===== src/design/alc_ram.sv =====
// ============================================================================
// alc_ram
// Generic single-write, single-read RAM with a registered read port.
// ============================================================================
module alc_ram #(
    parameter int WIDTH = 64,
    parameter int DEPTH = 64
) (
    input  logic                     i_clk,
    input  logic                     i_we,
    input  logic [$clog2(DEPTH)-1:0] i_waddr,
    input  logic [WIDTH-1:0]         i_wdata,
    input  logic [$clog2(DEPTH)-1:0] i_raddr,
    output logic [WIDTH-1:0]         o_rdata
);

    logic [WIDTH-1:0] r_mem [DEPTH];
    logic [WIDTH-1:0] r_rdata;

    always_ff @(posedge i_clk) begin
        if (i_we) begin
            r_mem[i_waddr] <= i_wdata;
        end
        r_rdata <= r_mem[i_raddr];
    end

    assign o_rdata = r_rdata;

endmodule


===== config.mk =====
export PLATFORM = sky130hd
export DESIGN_NAME = alc_ram
export DESIGN_NICKNAME = d
export VERILOG_FILES = /design/src/design/alc_ram.sv
export SDC_FILE = /design/constraint.sdc
export NUM_CORES = 2
export LEC_CHECK = 0
export BUFFER_PORTS_ARGS = -buffer_cell sky130_fd_sc_hd__buf_2
export CAP_MARGIN = 20
export CORE_AREA = 2 2 725 727
export DETAILED_ROUTE_END_ITERATION = 10
export DIE_AREA = 0 0 727 729
export MAX_ROUTING_LAYER = met4
export PLACE_DENSITY = 0.42
export SYNTH_ARGS = -nofsm -noshare
export SYNTH_HDL_FRONTEND = slang
export SYNTH_SLANG_ARGS = --single-unit
export TNS_END_PERCENT = 10

===== constraint.sdc =====
create_clock -name i_clk -period 8.2 [get_ports i_clk]
set_input_delay 1.23 -clock i_clk [delete_from_list [all_inputs] [get_ports i_clk]]
set_output_delay 1.23 -clock i_clk [all_outputs]
set_load 0.005 [all_outputs]

==> impl_metrics.env <==
export IMPL_outcome="finished, final reports clean"
export IMPL_min_period_ns=3.92
export IMPL_yosys_area_top_type="edfxtp_1"
export IMPL_antenna_found_initial=77
export IMPL_critical_path_class="in -> reg"
export IMPL_area_growth_pct=16.3
export IMPL_ys_warn_count=0
export IMPL_startpoint="i_waddr[2]"
export IMPL_finalHoldViolCount=0
export IMPL_rows=266
export IMPL_ctsResizeCount=0
export IMPL_vias=74400
export IMPL_fillerInstances=48200
export IMPL_crit_path_end_kind="flop"
export IMPL_layout_drive_gt1_share=0.292
export IMPL_synthTopCellsByArea="edfxtp_1 (79%), mux4_2 (15%), mux2i_1 (0.86%), dfxtp_1 (0.82%), a22oi_1 (0.81%)"
export IMPL_fin_crit_sh=0.478
export IMPL_setup_viol=0
export IMPL_worstHoldStart="i_wdata[4]"
export IMPL_worst_slew_pin_slew_ns=1.18
export IMPL_fin_nets=7185
export IMPL_powerDensity_nw_per_um2=250
export IMPL_drc=0
export IMPL_firstDrtPassIters=5
export IMPL_reg2reg_depth=4
export IMPL_grt_max_degree=91
export IMPL_post_cts_buffers=0
export IMPL_track_usage=0.196
export IMPL_cts_sinks=4160
export IMPL_rsz0062_at_grt="no"
export IMPL_final_core_util=0.348
export IMPL_path_max_fanout=31
export IMPL_place_congestion=0.761
export IMPL_vdd_drop_max_uv=178
export IMPL_slew_headroom=0.212
export IMPL_htree_levels=5
export IMPL_port_buffers=141
export IMPL_postRouteAntennaNets=0
export IMPL_hold_depth=1
export IMPL_grt_pass1_wl_mm=695
export IMPL_setup_tns_ns=0
export IMPL_dp_hpwl_mm=288
export IMPL_fin_ws_ns=4.28
export IMPL_coreArea_um2=523000
export IMPL_cp_start_kind="primary input"
export IMPL_drt_iter0_drc=7448
export IMPL_slew_violations=0
export IMPL_via_per_inst=5.13
export IMPL_cts_buffers=445
export IMPL_clockBufferDepth=4
export IMPL_io_pins=142
export IMPL_die_width_um=727
export IMPL_wl_mm=514
export IMPL_syn_num_nets=6676
export IMPL_synth_avg_cell_area_um2=23.7
export IMPL_seq_area_frac_synth=0.795
export IMPL_synthCells=6598
export IMPL_arrival_ns=4.53
export IMPL_critPathRequiredTime_ns=8.81
export IMPL_synth_top_cell_area_share=0.787
export IMPL_die_h_um=729
export IMPL_overflow=0
export IMPL_max_freq_mhz=255
export IMPL_fin_skew_ns=0.0307
export IMPL_cts_root_buffer="clkbuf_16"
export IMPL_hold_path_class="in -> reg"
export IMPL_syn_area_um2=156000
export IMPL_path_clk_slew_ns=0.06
export IMPL_timing_rr_start="r_mem[6][42]"
export IMPL_insertion_delay_ns=1.01
export IMPL_wl_per_cell_um=35.5
export IMPL_grt_pass1_vias=77900
export IMPL_initial_core_util=0.299
export IMPL_cts_tree="built"
export IMPL_ys_ff_latch=4160
export IMPL_dp_slack_ns=3.13
export IMPL_yosysUniqueCellTypes=33
export IMPL_leakage_nw=55.8
export IMPL_hold_buffers=0
export IMPL_die_area_um2=530000
export IMPL_cap_violations=0
[cell type report]
cell class / count / area, um^2 / area share
sequential: 4160 / 124000 / 0.684
multi-input combinational: 2049 / 30800 / 0.169
clock buffer: 619 / 12300 / 0.0676
tap: 6968 / 8720 / 0.0480
timing repair buffer: 432 / 3720 / 0.0204
clock inverter: 208 / 1820 / 0.0100
antenna: 42 / 105 / 0.000578
inverter: 19 / 71.3 / 0.000392
[cell usage after synthesis, drive strengths merged]
library cell,count
edfxtp,4096
mux4,1024
buf,230
a22oi,168
clkbuf,140
mux2i,135
nor2,112
a22o,88
o22ai,83
and3,64
dfxtp,64
a211oi,63
nand2,58
nand3,45
o221ai,38
or3,29
nor2b,28
or2,28
a41oi,26
a2bb2oi,19
inv,19
a31oi,18
nand2b,11
and2,3
nand3b,2
nand4,2
nor3,2
a31o,1
nand4b,1
or3b,1
[report_power, final]
group / total, mW / switching (mW) / internal [mW]
Clock: 19.6 / 8.40 / 11.2
Combinational: 2.18 / 1.41 / 0.763
Sequential: 23.7 / 0.147 / 23.5
Total: 45.5 / 9.96 / 35.6
[worst paths after layout]
| kind | endpoint | slack (ns) |
|---|---|---|
| hold reg to reg | o_rdata[46] | 0.83 |
| setup / recovery | r_mem[33][32] | 4.28 |
| setup reg to reg | o_rdata[42] | 5.75 |
| hold / removal | r_mem[55][4] | 0.53 |
[flip-flops by register name, indices dropped and copies added (netlist names)]
name	count
r_mem	4096
o_rdata	64
[logic make-up after synthesis]
| logic type | Yosys count | share of synthesized area |
|---|---|---|
| flops | 4160 | 0.795 |
| mux | 1159 | 0.156 |
| compound gates | 504 | 0.0248 |
| buf+inv | 389 | 0.0118 |
| simple gates | 386 | 0.0124 |
[critical path, stage by stage]
cell and delay, ns:
buf_2 0.17, nor2_1 0.16, nand3_1 0.72, nor2_4 1.09, buf_4 0.89
[layer usage]
metal | vias to the layer above | wire length [um] | GRT usage
met5 | - | 0 | -
met4 | 0 | 11700 | 0.0429
met3 | 618 | 23200 | 0.0241
met2 | 2094 | 258000 | 0.328
met1 | 42100 | 221000 | 0.259
li1 | 29600 | - | -
[cell usage in the layout, fill, tap and decap left out, drive strengths merged, types with 42 or more instances in the layout]
cell type	count
clkbuf	619
buf	432
a22o	88
edfxtp	4096
a211oi	63
mux2i	135
nand2	58
clkinv	160
dfxtp	64
o22ai	83
diode	42
nand3	45
mux4	1024
nor2	112
a22oi	168
and3	64
[stage by stage]
step | power (mW) | area (um^2) | hold WS (ns) | cells
4_1_cts | 46.0 | 181000 | 0.701 | 14400
3_5_place_dp | 26.4 | 167000 | 0.829 | 13600
2_1_floorplan | 25.1 | 156000 | 0.788 | 6598
3_3_place_gp | 26.3 | 167000 | 0.827 | 13600
5_1_grt | 46.9 | 182000 | 0.491 | 14500
6_report | 45.5 | 182000 | 0.527 | 14500
Power figures use the tool's default switching activity.
