**src/design/alc_div.sv**
```systemverilog
// ============================================================================
// alc_div
// Division by a constant with a registered quotient; it accepts a new dividend on every start.
// ============================================================================
module alc_div #(
    parameter int WIDTH   = 32,
    parameter int DIVISOR = 64
) (
    input  logic             i_clk,
    input  logic             i_rst_n,
    input  logic             i_start,
    input  logic [WIDTH-1:0] i_dividend,
    output logic             o_done,
    output logic [WIDTH-1:0] o_quotient
);

    localparam int SH   = $clog2(DIVISOR);
    localparam int PW   = WIDTH + SH + 1;
    localparam bit POW2 = (DIVISOR == (1 << SH));

    // Reciprocal of the divisor, rounded up: ceil(2^(WIDTH+SH) / DIVISOR).
    // It fits in WIDTH + 1 bits and gives the exact quotient for every
    // dividend of WIDTH bits.
    localparam logic [PW-1:0] SCALE = PW'(1) << (WIDTH + SH);
    localparam logic [PW-1:0] MAGIC = (SCALE + PW'(DIVISOR - 1)) / PW'(DIVISOR);

    logic [WIDTH-1:0] r_q;
    logic             r_done;
    logic [WIDTH-1:0] w_quot;

    if (POW2) begin : g_shift
        assign w_quot = i_dividend >> SH;
    end else begin : g_recip
        logic [2*WIDTH:0] w_prod;
        assign w_prod = (2*WIDTH+1)'(i_dividend) * (2*WIDTH+1)'(MAGIC[WIDTH:0]);
        assign w_quot = WIDTH'(w_prod >> (WIDTH + SH));
    end

    always_ff @(posedge i_clk) begin
        if (!i_rst_n) begin
            r_done <= 1'b0;
        end else begin
            r_done <= i_start;
        end
    end

    always_ff @(posedge i_clk) begin
        if (i_start) begin
            r_q <= w_quot;
        end
    end

    assign o_done     = r_done;
    assign o_quotient = r_q;

endmodule

```
**config.mk**
```make
export PLATFORM = sky130hd
export DESIGN_NAME = alc_div
export DESIGN_NICKNAME = d
export VERILOG_FILES = /design/src/design/alc_div.sv
export SDC_FILE = /design/constraint.sdc
export NUM_CORES = 1
export LEC_CHECK = 0
export BUFFER_PORTS_ARGS = -buffer_cell sky130_fd_sc_hd__clkbuf_2
export CORE_ASPECT_RATIO = 0.8
export CORE_MARGIN = 1.5
export CORE_UTILIZATION = 37
export DETAILED_ROUTE_END_ITERATION = 8
export PLACE_DENSITY_LB_ADDON = 0.15
export SYNTH_ARGS = -nofsm -noshare
export SYNTH_HDL_FRONTEND = slang
export SYNTH_SLANG_ARGS = --single-unit
```
**constraint.sdc**
```tcl
create_clock -name i_clk -period 0.8 [get_ports i_clk]
set_input_delay 0.16 -clock i_clk [delete_from_list [all_inputs] [get_ports i_clk]]
set_output_delay 0.16 -clock i_clk [all_outputs]
set_load 0.005 [all_outputs]
```
==> results of run 1 <==
-- metrics by stage --
step           instances  setup WS [ns]  instance area [sq um]
6_report             140         -0.173                   1400
3_5_place_dp         116         0.0487                   1180
4_1_cts              120         -0.201                   1200
3_3_place_gp         116         0.0477                   1180
5_1_grt              140         -0.238                   1400
2_1_floorplan         40          0.285                    875
-- cells in the mapped netlist (all sizes together) --
cell	n	area (sq um)
dfxtp	1	20.0
and2	1	6.26
conb	1	3.75
edfxtp	26	781
buf	6	45.0
-- where the power goes --
| part | switching [mW] | total [mW] | internal (mW) |
|---|---|---|---|
| logic | 0.115 | 0.312 | 0.197 |
| registers | 0.0267 | 1.70 | 1.67 |
| clock network | 0.334 | 0.528 | 0.194 |
-- sequential cells by signal, summed over array words and instances (netlist names) --
signal and flops:
o_done 1, o_quotient 26
-- metal layers --
layer / vias to the layer above / global-route usage / wire length, um
li1: 279 / - / -
met1: 253 / 0.0933 / 511
met2: 34 / 0.137 / 820
met3: 0 / 0.0710 / 151
met4: 0 / 0.0140 / 0
met5: - / 0 / 0
-- area by class of cell --
class / instances / area share
clock buffers: 4 / 0.0187
multi-input cells: 7 / 0.0205
flip-flops and latches: 27 / 0.571
well taps: 25 / 0.0223
repair buffers: 77 / 0.367
-- path summary, 6_finish.rpt --
check	from	slack, ns	endpoint	cells after the start
max	o_quotient[11]$_DFFE_PP_	-0.17	o_quotient[11]	1
min	i_dividend[31]	0.02	o_quotient[25]$_DFFE_PP_	1
-- logic make-up (layout without fill, tap and decap cells) --
group	count (synthesis)	in the layout	share of synthesized area
buffers and inverters	6	81	0.0526
other	1	6	0.00438
AND/OR/NAND/NOR	1	1	0.00731
flip-flops	27	27	0.936
-- timing repair --
action                                 4_1_cts  5_1_grt
resized for setup                            1        0
setup buffers                                0        0
hold buffers                                 0       20
setup endpoints to repair                   27       27
endpoints found under the hold margin        0       20
==> impl_metrics.json, run 1 <==
{
  "drt_iter0_drc": 4,
  "num_vias": 566,
  "die_x_um": 56.8,
  "routedWlPerCell_um": 10.6,
  "setup_viol": 27,
  "drc": 0,
  "numCtsBuffers": 3,
  "utilization": 0.645,
  "track_usage": 0.0866,
  "wirelength_mm": 1.48,
  "final_cell_mix": "clkbuf_2, edfxtp_1, dlygate4sd3_1, conb_1, clkbuf_4",
  "area_growth_pct": 64.0,
  "synthCells": 35,
  "cp-start-kind": "flop",
  "yosys_warnings": 0,
  "power_leakage_nw": 0.631,
  "cts_root_buffer": "clkbuf_4",
  "synth_cell_types": 5,
  "crit_buf_inv": 1,
  "crit_chain": "clkbuf_2",
  "cp.required_ns": 0.64,
  "cts_sinks": 27,
  "power.total_mw": 2.54,
  "grt_pass1_wl_mm": 1.58,
  "clk_pin_slew_ns": 0.12,
  "seq_area_frac_synth": 0.936,
  "syn_area_sq_um": 856,
  "portBuffers": 55,
  "worst_slack_ns": -0.173,
  "final_nets": 151,
  "drv_slew": 0,
  "clock_path_buffers": 2,
  "multi_input_area_sq_um": 28.8,
  "ys_seq_elements": 27,
  "fin_setup_tns_ns": -4.29,
  "critPathCaptureType": "primary output",
  "violations": "setup timing",
  "grt_max_degree": 15,
  "peakVddDrop_mv": 1.56,
  "hold_path_class": "in -> reg",
  "outcome": "finished, violations left",
  "ios": 68,
  "period_share": 1.22,
  "cap_viol_max_count": 0,
  "cp_slowest_cell": "edfxtp_1",
  "initial_core_util": 0.393,
  "dieArea_sq_um": 2610,
  "drive_gt1_frac": 0.530,
  "firstDrtPassIters": 3,
  "htreeDepth": 1,
  "path_class": "reg -> out",
  "hold_viol_final": 0,
  "first_global_vias": 391,
  "antenna_cells": 0,
  "overflow": 0,
  "finalCriticalPeriod_ns": 0.973,
  "rows": 15,
  "nFillCells": 162,
  "antenna_found_initial": 0,
  "fmax_mhz": 1030,
  "rsz0062_at_grt": "true",
  "viasPerCell": 4.04,
  "crit_family": "flip-flops",
  "syn_area_per_cell_sq_um": 24.5,
  "core_sq_um": 2180,
  "regArea_sq_um": 802,
  "arrival_ns": 0.81,
  "cts_tree": "built",
  "cp_max_fo": 1,
  "whs_ns": 0.0242,
  "final_common_cell": "clkbuf_2",
  "crit_path_max_incr_delay_ns": 0.39,
  "die_h_um": 46.0,
  "place.gp.congestion": 0.675,
  "power.density_nw_per_um2": 1810,
  "drtAntennaViolNets": 0
}
Note: power is estimated with default switching activity, not from simulation.
==> inputs of run 2 (changes only) <==
--- a/config.mk
+++ b/config.mk
@@ -10,7 +10,7 @@
 export CORE_MARGIN = 1.5
 export CORE_UTILIZATION = 37
 export DETAILED_ROUTE_END_ITERATION = 8
-export PLACE_DENSITY_LB_ADDON = 0.15
+export PLACE_DENSITY = 0.88
 export SYNTH_ARGS = -nofsm -noshare
 export SYNTH_HDL_FRONTEND = slang
 export SYNTH_SLANG_ARGS = --single-unit
==> run 2 against run 1 <==
Against the previous run:
- the run still ends with setup timing left
- sequential cell count stayed put
- clock-buffer cell count stayed put
- utilization is 1.8 points higher
- wire length is 15% higher
- global-route usage is 2.4 points higher
- via count is 4.2% higher
- combinational power is 6.4% higher
==> impl_metrics.json, run 2 (synthesis results as in run 1) <==
{
  "crit_buf_inv": 1,
  "instances_no_fill": 144,
  "power_leakage_nw": 0.647,
  "whs_ns": 0.0280,
  "cp_slowest_cell": "edfxtp_1",
  "grt_max_degree": 16,
  "drc": 0,
  "portBuffers": 55,
  "die_x_um": 56.8,
  "grt_pass1_wl_mm": 2.10,
  "cts_sinks": 27,
  "hold_path_class": "in -> reg",
  "die_h_um": 46.0,
  "antenna_cells": 0,
  "finalCriticalPeriod_ns": 0.994,
  "first_global_vias": 500,
  "numCtsBuffers": 3,
  "regArea_sq_um": 801,
  "cp-start-kind": "flop",
  "num_vias": 590,
  "ios": 68,
  "final_common_cell": "clkbuf_2",
  "path_class": "reg -> out",
  "clk_pin_slew_ns": 0.13,
  "largest_reg_flops": 26,
  "drtAntennaViolNets": 0,
  "drive_gt1_frac": 0.504,
  "crit_chain": "clkbuf_2",
  "hpwlAfterDp_mm": 1.14,
  "crit_path_max_incr_delay_ns": 0.40,
  "hold_viol_final": 0,
  "nFillCells": 164,
  "crit_start": "o_quotient[13]$_DFFE_PP_",
  "wirelength_mm": 1.70,
  "initial_core_util": 0.393,
  "cts_root_buffer": "clkbuf_4",
  "firstDrtPassIters": 3,
  "cp_max_fo": 1,
  "place_ws_ns": 0.0414,
  "drt_iter0_drc": 11,
  "outcome": "finished, violations left",
  "final_nets": 155,
  "cp-endpoint": "o_quotient[13]",
  "multi_input_area_sq_um": 28.8,
  "final_cell_mix": "clkbuf_2, edfxtp_1, dlygate4sd3_1, conb_1, clkbuf_4",
  "dieArea_sq_um": 2610,
  "rows": 15,
  "drv_slew": 0,
  "fmax_mhz": 1010,
  "setup_viol": 27,
  "period_share": 1.24,
  "track_usage": 0.110,
  "dp.cells": 116,
  "power.density_nw_per_um2": 1790,
  "violations": "setup timing",
  "critPathCaptureType": "primary output",
  "place.gp.congestion": 0.632,
  "cp.required_ns": 0.64,
  "postCtsSetupRepairBufs": 0,
  "viasPerCell": 4.10,
  "htreeDepth": 1,
  "cts_tree": "built",
  "rsz0062_at_grt": "true",
  "cap_viol_max_count": 0,
  "overflow": 0,
  "clock_path_buffers": 2,
  "peakVddDrop_mv": 1.36,
  "antenna_found_initial": 0,
  "cp.depth": 1,
  "core_sq_um": 2180,
  "routedWlPerCell_um": 11.8,
  "fin_setup_tns_ns": -4.56,
  "crit_family": "flip-flops",
  "worst_slack_ns": -0.194,
  "area_growth_pct": 68.6,
  "arrival_ns": 0.83
}
-- run 2: per-layer routing --
| layer | GRT usage | routed length (um) |
|---|---|---|
| met3 | 0.0597 | 155 |
| met5 | 0 | 0 |
| met4 | 0.0140 | 0 |
| met1 | 0.113 | 531 |
| met2 | 0.209 | 1010 |
-- run 2: per-stage QoR --
step                power (mW)   util  instance area, sq um
finish                    2.58  0.663                  1440
global route              2.69  0.663                  1440
CTS                       2.54  0.571                  1240
detailed placement        1.97  0.540                  1180
global placement          1.96  0.540                  1180
floorplan                 1.78      -                   875
-- run 2: worst min path at each step --
stage                        start                        to  slack (ns)  depth (start not counted)
finish              i_dividend[22]  o_quotient[16]$_DFFE_PP_        0.03                          1
global route        i_dividend[31]  o_quotient[25]$_DFFE_PP_       0.004                          1
CTS                 i_dividend[15]   o_quotient[9]$_DFFE_PP_       0.001                          1
detailed placement  i_dividend[17]  o_quotient[11]$_DFFE_PP_        0.34                          1
global placement     i_dividend[8]   o_quotient[2]$_DFFE_PP_        0.34                          1
floorplan            i_dividend[6]   o_quotient[0]$_DFFE_PP_        0.26                          0
-- run 2: final cells by class --
cell class,instances,area share
tap,25,0.0217
sequential,27,0.555
multi-input combinational,7,0.0199
timing repair buffer,81,0.385
clock buffer,4,0.0182
-- run 2: repair_timing --
item / CTS / global route
gates cloned: 0 / 0
endpoints found under the setup margin: 27 / 27
hold buffers: 4 / 20
hold endpoints to repair: 4 / 20
gates resized for setup: 0 / 2
-- run 2: where the power goes --
group	switching, mW	internal, mW	leakage [nW]
registers	0.0269	1.67	0.263
clock network	0.356	0.195	0.0150
logic	0.122	0.210	0.369
==> inputs of run 3 (changes only) <==
--- a/config.mk
+++ b/config.mk
@@ -10,7 +10,9 @@
 export CORE_MARGIN = 1.5
 export CORE_UTILIZATION = 37
 export DETAILED_ROUTE_END_ITERATION = 8
+export GPL_TIMING_DRIVEN = 0
 export PLACE_DENSITY = 0.88
 export SYNTH_ARGS = -nofsm -noshare
 export SYNTH_HDL_FRONTEND = slang
 export SYNTH_SLANG_ARGS = --single-unit
+export TNS_END_PERCENT = 10
==> run 3 against run 2 <==
Against the previous run:
- die area unchanged
- sequential cell count unchanged
- total power increased by 0.19%
- the run still ends with setup timing left
- first-iteration DRC count decreased by 55%
- critical endpoint is now o_quotient[5]
- non-clock buffer count increased by 6
- wire length decreased by 1.4%
- clock-buffer cell count unchanged
==> impl_metrics.json, run 3 (synthesis results as in run 1) <==
{
  "final_nets": 161,
  "antenna_found_initial": 0,
  "initial_core_util": 0.393,
  "fin_area_sq_um": 1470,
  "drive_gt1_frac": 0.512,
  "arrival_ns": 0.83,
  "cts_root_buffer": "clkbuf_4",
  "swShare": 0.195,
  "worst_slack_ns": -0.190,
  "whs_ns": 0.0463,
  "crit_chain": "clkbuf_2",
  "outcome": "finished, violations left",
  "drc": 0,
  "rsz0062_at_grt": "true",
  "finalCriticalPeriod_ns": 0.990,
  "cp_slowest_cell": "edfxtp_1",
  "period_share": 1.24,
  "overflow": 0,
  "drv_slew": 0,
  "dieArea_sq_um": 2610,
  "routedWlPerCell_um": 11.2,
  "viasPerCell": 4.11,
  "drtAntennaViolNets": 0,
  "p_int_mw": 2.08,
  "dpl_cell_area_sq_um": 1180,
  "clk_pin_slew_ns": 0.13,
  "htreeDepth": 1,
  "drt_iter0_drc": 5,
  "cts_sinks": 27,
  "die_x_um": 56.8,
  "max_slew_margin": 0.579,
  "critPathCaptureType": "primary output",
  "setup_viol": 27,
  "cp.required_ns": 0.64,
  "power_leakage_nw": 0.669,
  "cp-start-kind": "flop",
  "largest_reg_flops": 26,
  "final_common_cell": "clkbuf_2",
  "grt_max_degree": 28,
  "power.switching_uw": 503,
  "first_global_vias": 525,
  "violations": "setup timing",
  "cp_max_fo": 1,
  "num_vias": 616,
  "cts_tree": "built",
  "antenna_cells": 0,
  "place.gp.congestion": 0.612,
  "place_ws_ns": -0.259,
  "clock_path_buffers": 2,
  "firstDrtPassIters": 3,
  "grt_pass1_wl_mm": 2.24,
  "worst-slew-pin-transition_ns": 0.632,
  "track_usage": 0.120,
  "final_cell_mix": "clkbuf_2, dlygate4sd3_1, edfxtp_1, buf_4, conb_1",
  "crit_path_max_incr_delay_ns": 0.40,
  "peakVddDrop_mv": 1.26,
  "area_growth_pct": 71.5,
  "rows": 15,
  "die_h_um": 46.0,
  "crit_buf_inv": 1,
  "hold_path_class": "in -> reg",
  "pwr-share-clk": 0.213,
  "hold_viol_final": 0,
  "combPwrFrac": 0.131,
  "power.density_nw_per_um2": 1760,
  "wirelength_mm": 1.68,
  "core_sq_um": 2180,
  "power.total_mw": 2.58,
  "crit_family": "flip-flops",
  "numCtsBuffers": 3,
  "path_class": "reg -> out",
  "portBuffers": 55,
  "ios": 68,
  "postCtsSetupRepairBufs": 0,
  "pwr-share-seq": 0.657,
  "fmax_mhz": 1010,
  "cap_viol_max_count": 0
}
[run 3: cell types whose count changed in the layout (fill, tap and decap cells not counted), sizes merged]
cell         before  now
buf               4    8
dlygate4sd3      24   26
[run 3: layout make-up]
cell class / instances / area, sq um
buffer: 6 / 45.0
clock buffer: 4 / 26.3
fill: 171 / 709
multi-input combinational: 7 / 28.8
sequential: 27 / 801
tap: 25 / 31.3
timing repair buffer: 81 / 536
[run 3: power by group through the flow]
stage	registers (mW)	logic (mW)	clock network [mW]
after floorplan	1.75	0.0290	0
after global placement	1.72	0.231	0
after detailed placement	1.73	0.238	0
after CTS	1.70	0.254	0.588
after global routing	1.71	0.368	0.638
final	1.70	0.337	0.550
[run 3: stage by stage]
stage                util  setup TNS [ns]  cells
global placement    0.543           -5.96    120
finish              0.674           -4.55    150
global route        0.674           -6.27    150
floorplan               -               0     40
detailed placement  0.543           -6.86    120
CTS                 0.573           -5.08    128
[run 3: path summary, 6_finish.rpt]
check	start	endpoint	slack, ns	cells past startpoint
hold / removal	i_rst_n	o_done$_SDFF_PN0_	0.05	2
setup / recovery	o_quotient[5]$_DFFE_PP_	o_quotient[5]	-0.19	1
[run 3: what timing repair did]
action	4_1_cts	5_1_grt
setup endpoints to repair	27	27
resized for setup	0	2
pin swaps	0	0
endpoints found under the hold margin	4	22
hold buffers	4	22
[run 3: layer usage]
layer	up-vias	global-route usage	wire, um
li1	298	-	-
met1	285	0.116	465
met2	33	0.228	1050
met3	0	0.0653	163
met4	0	0.0279	0
met5	-	0	0
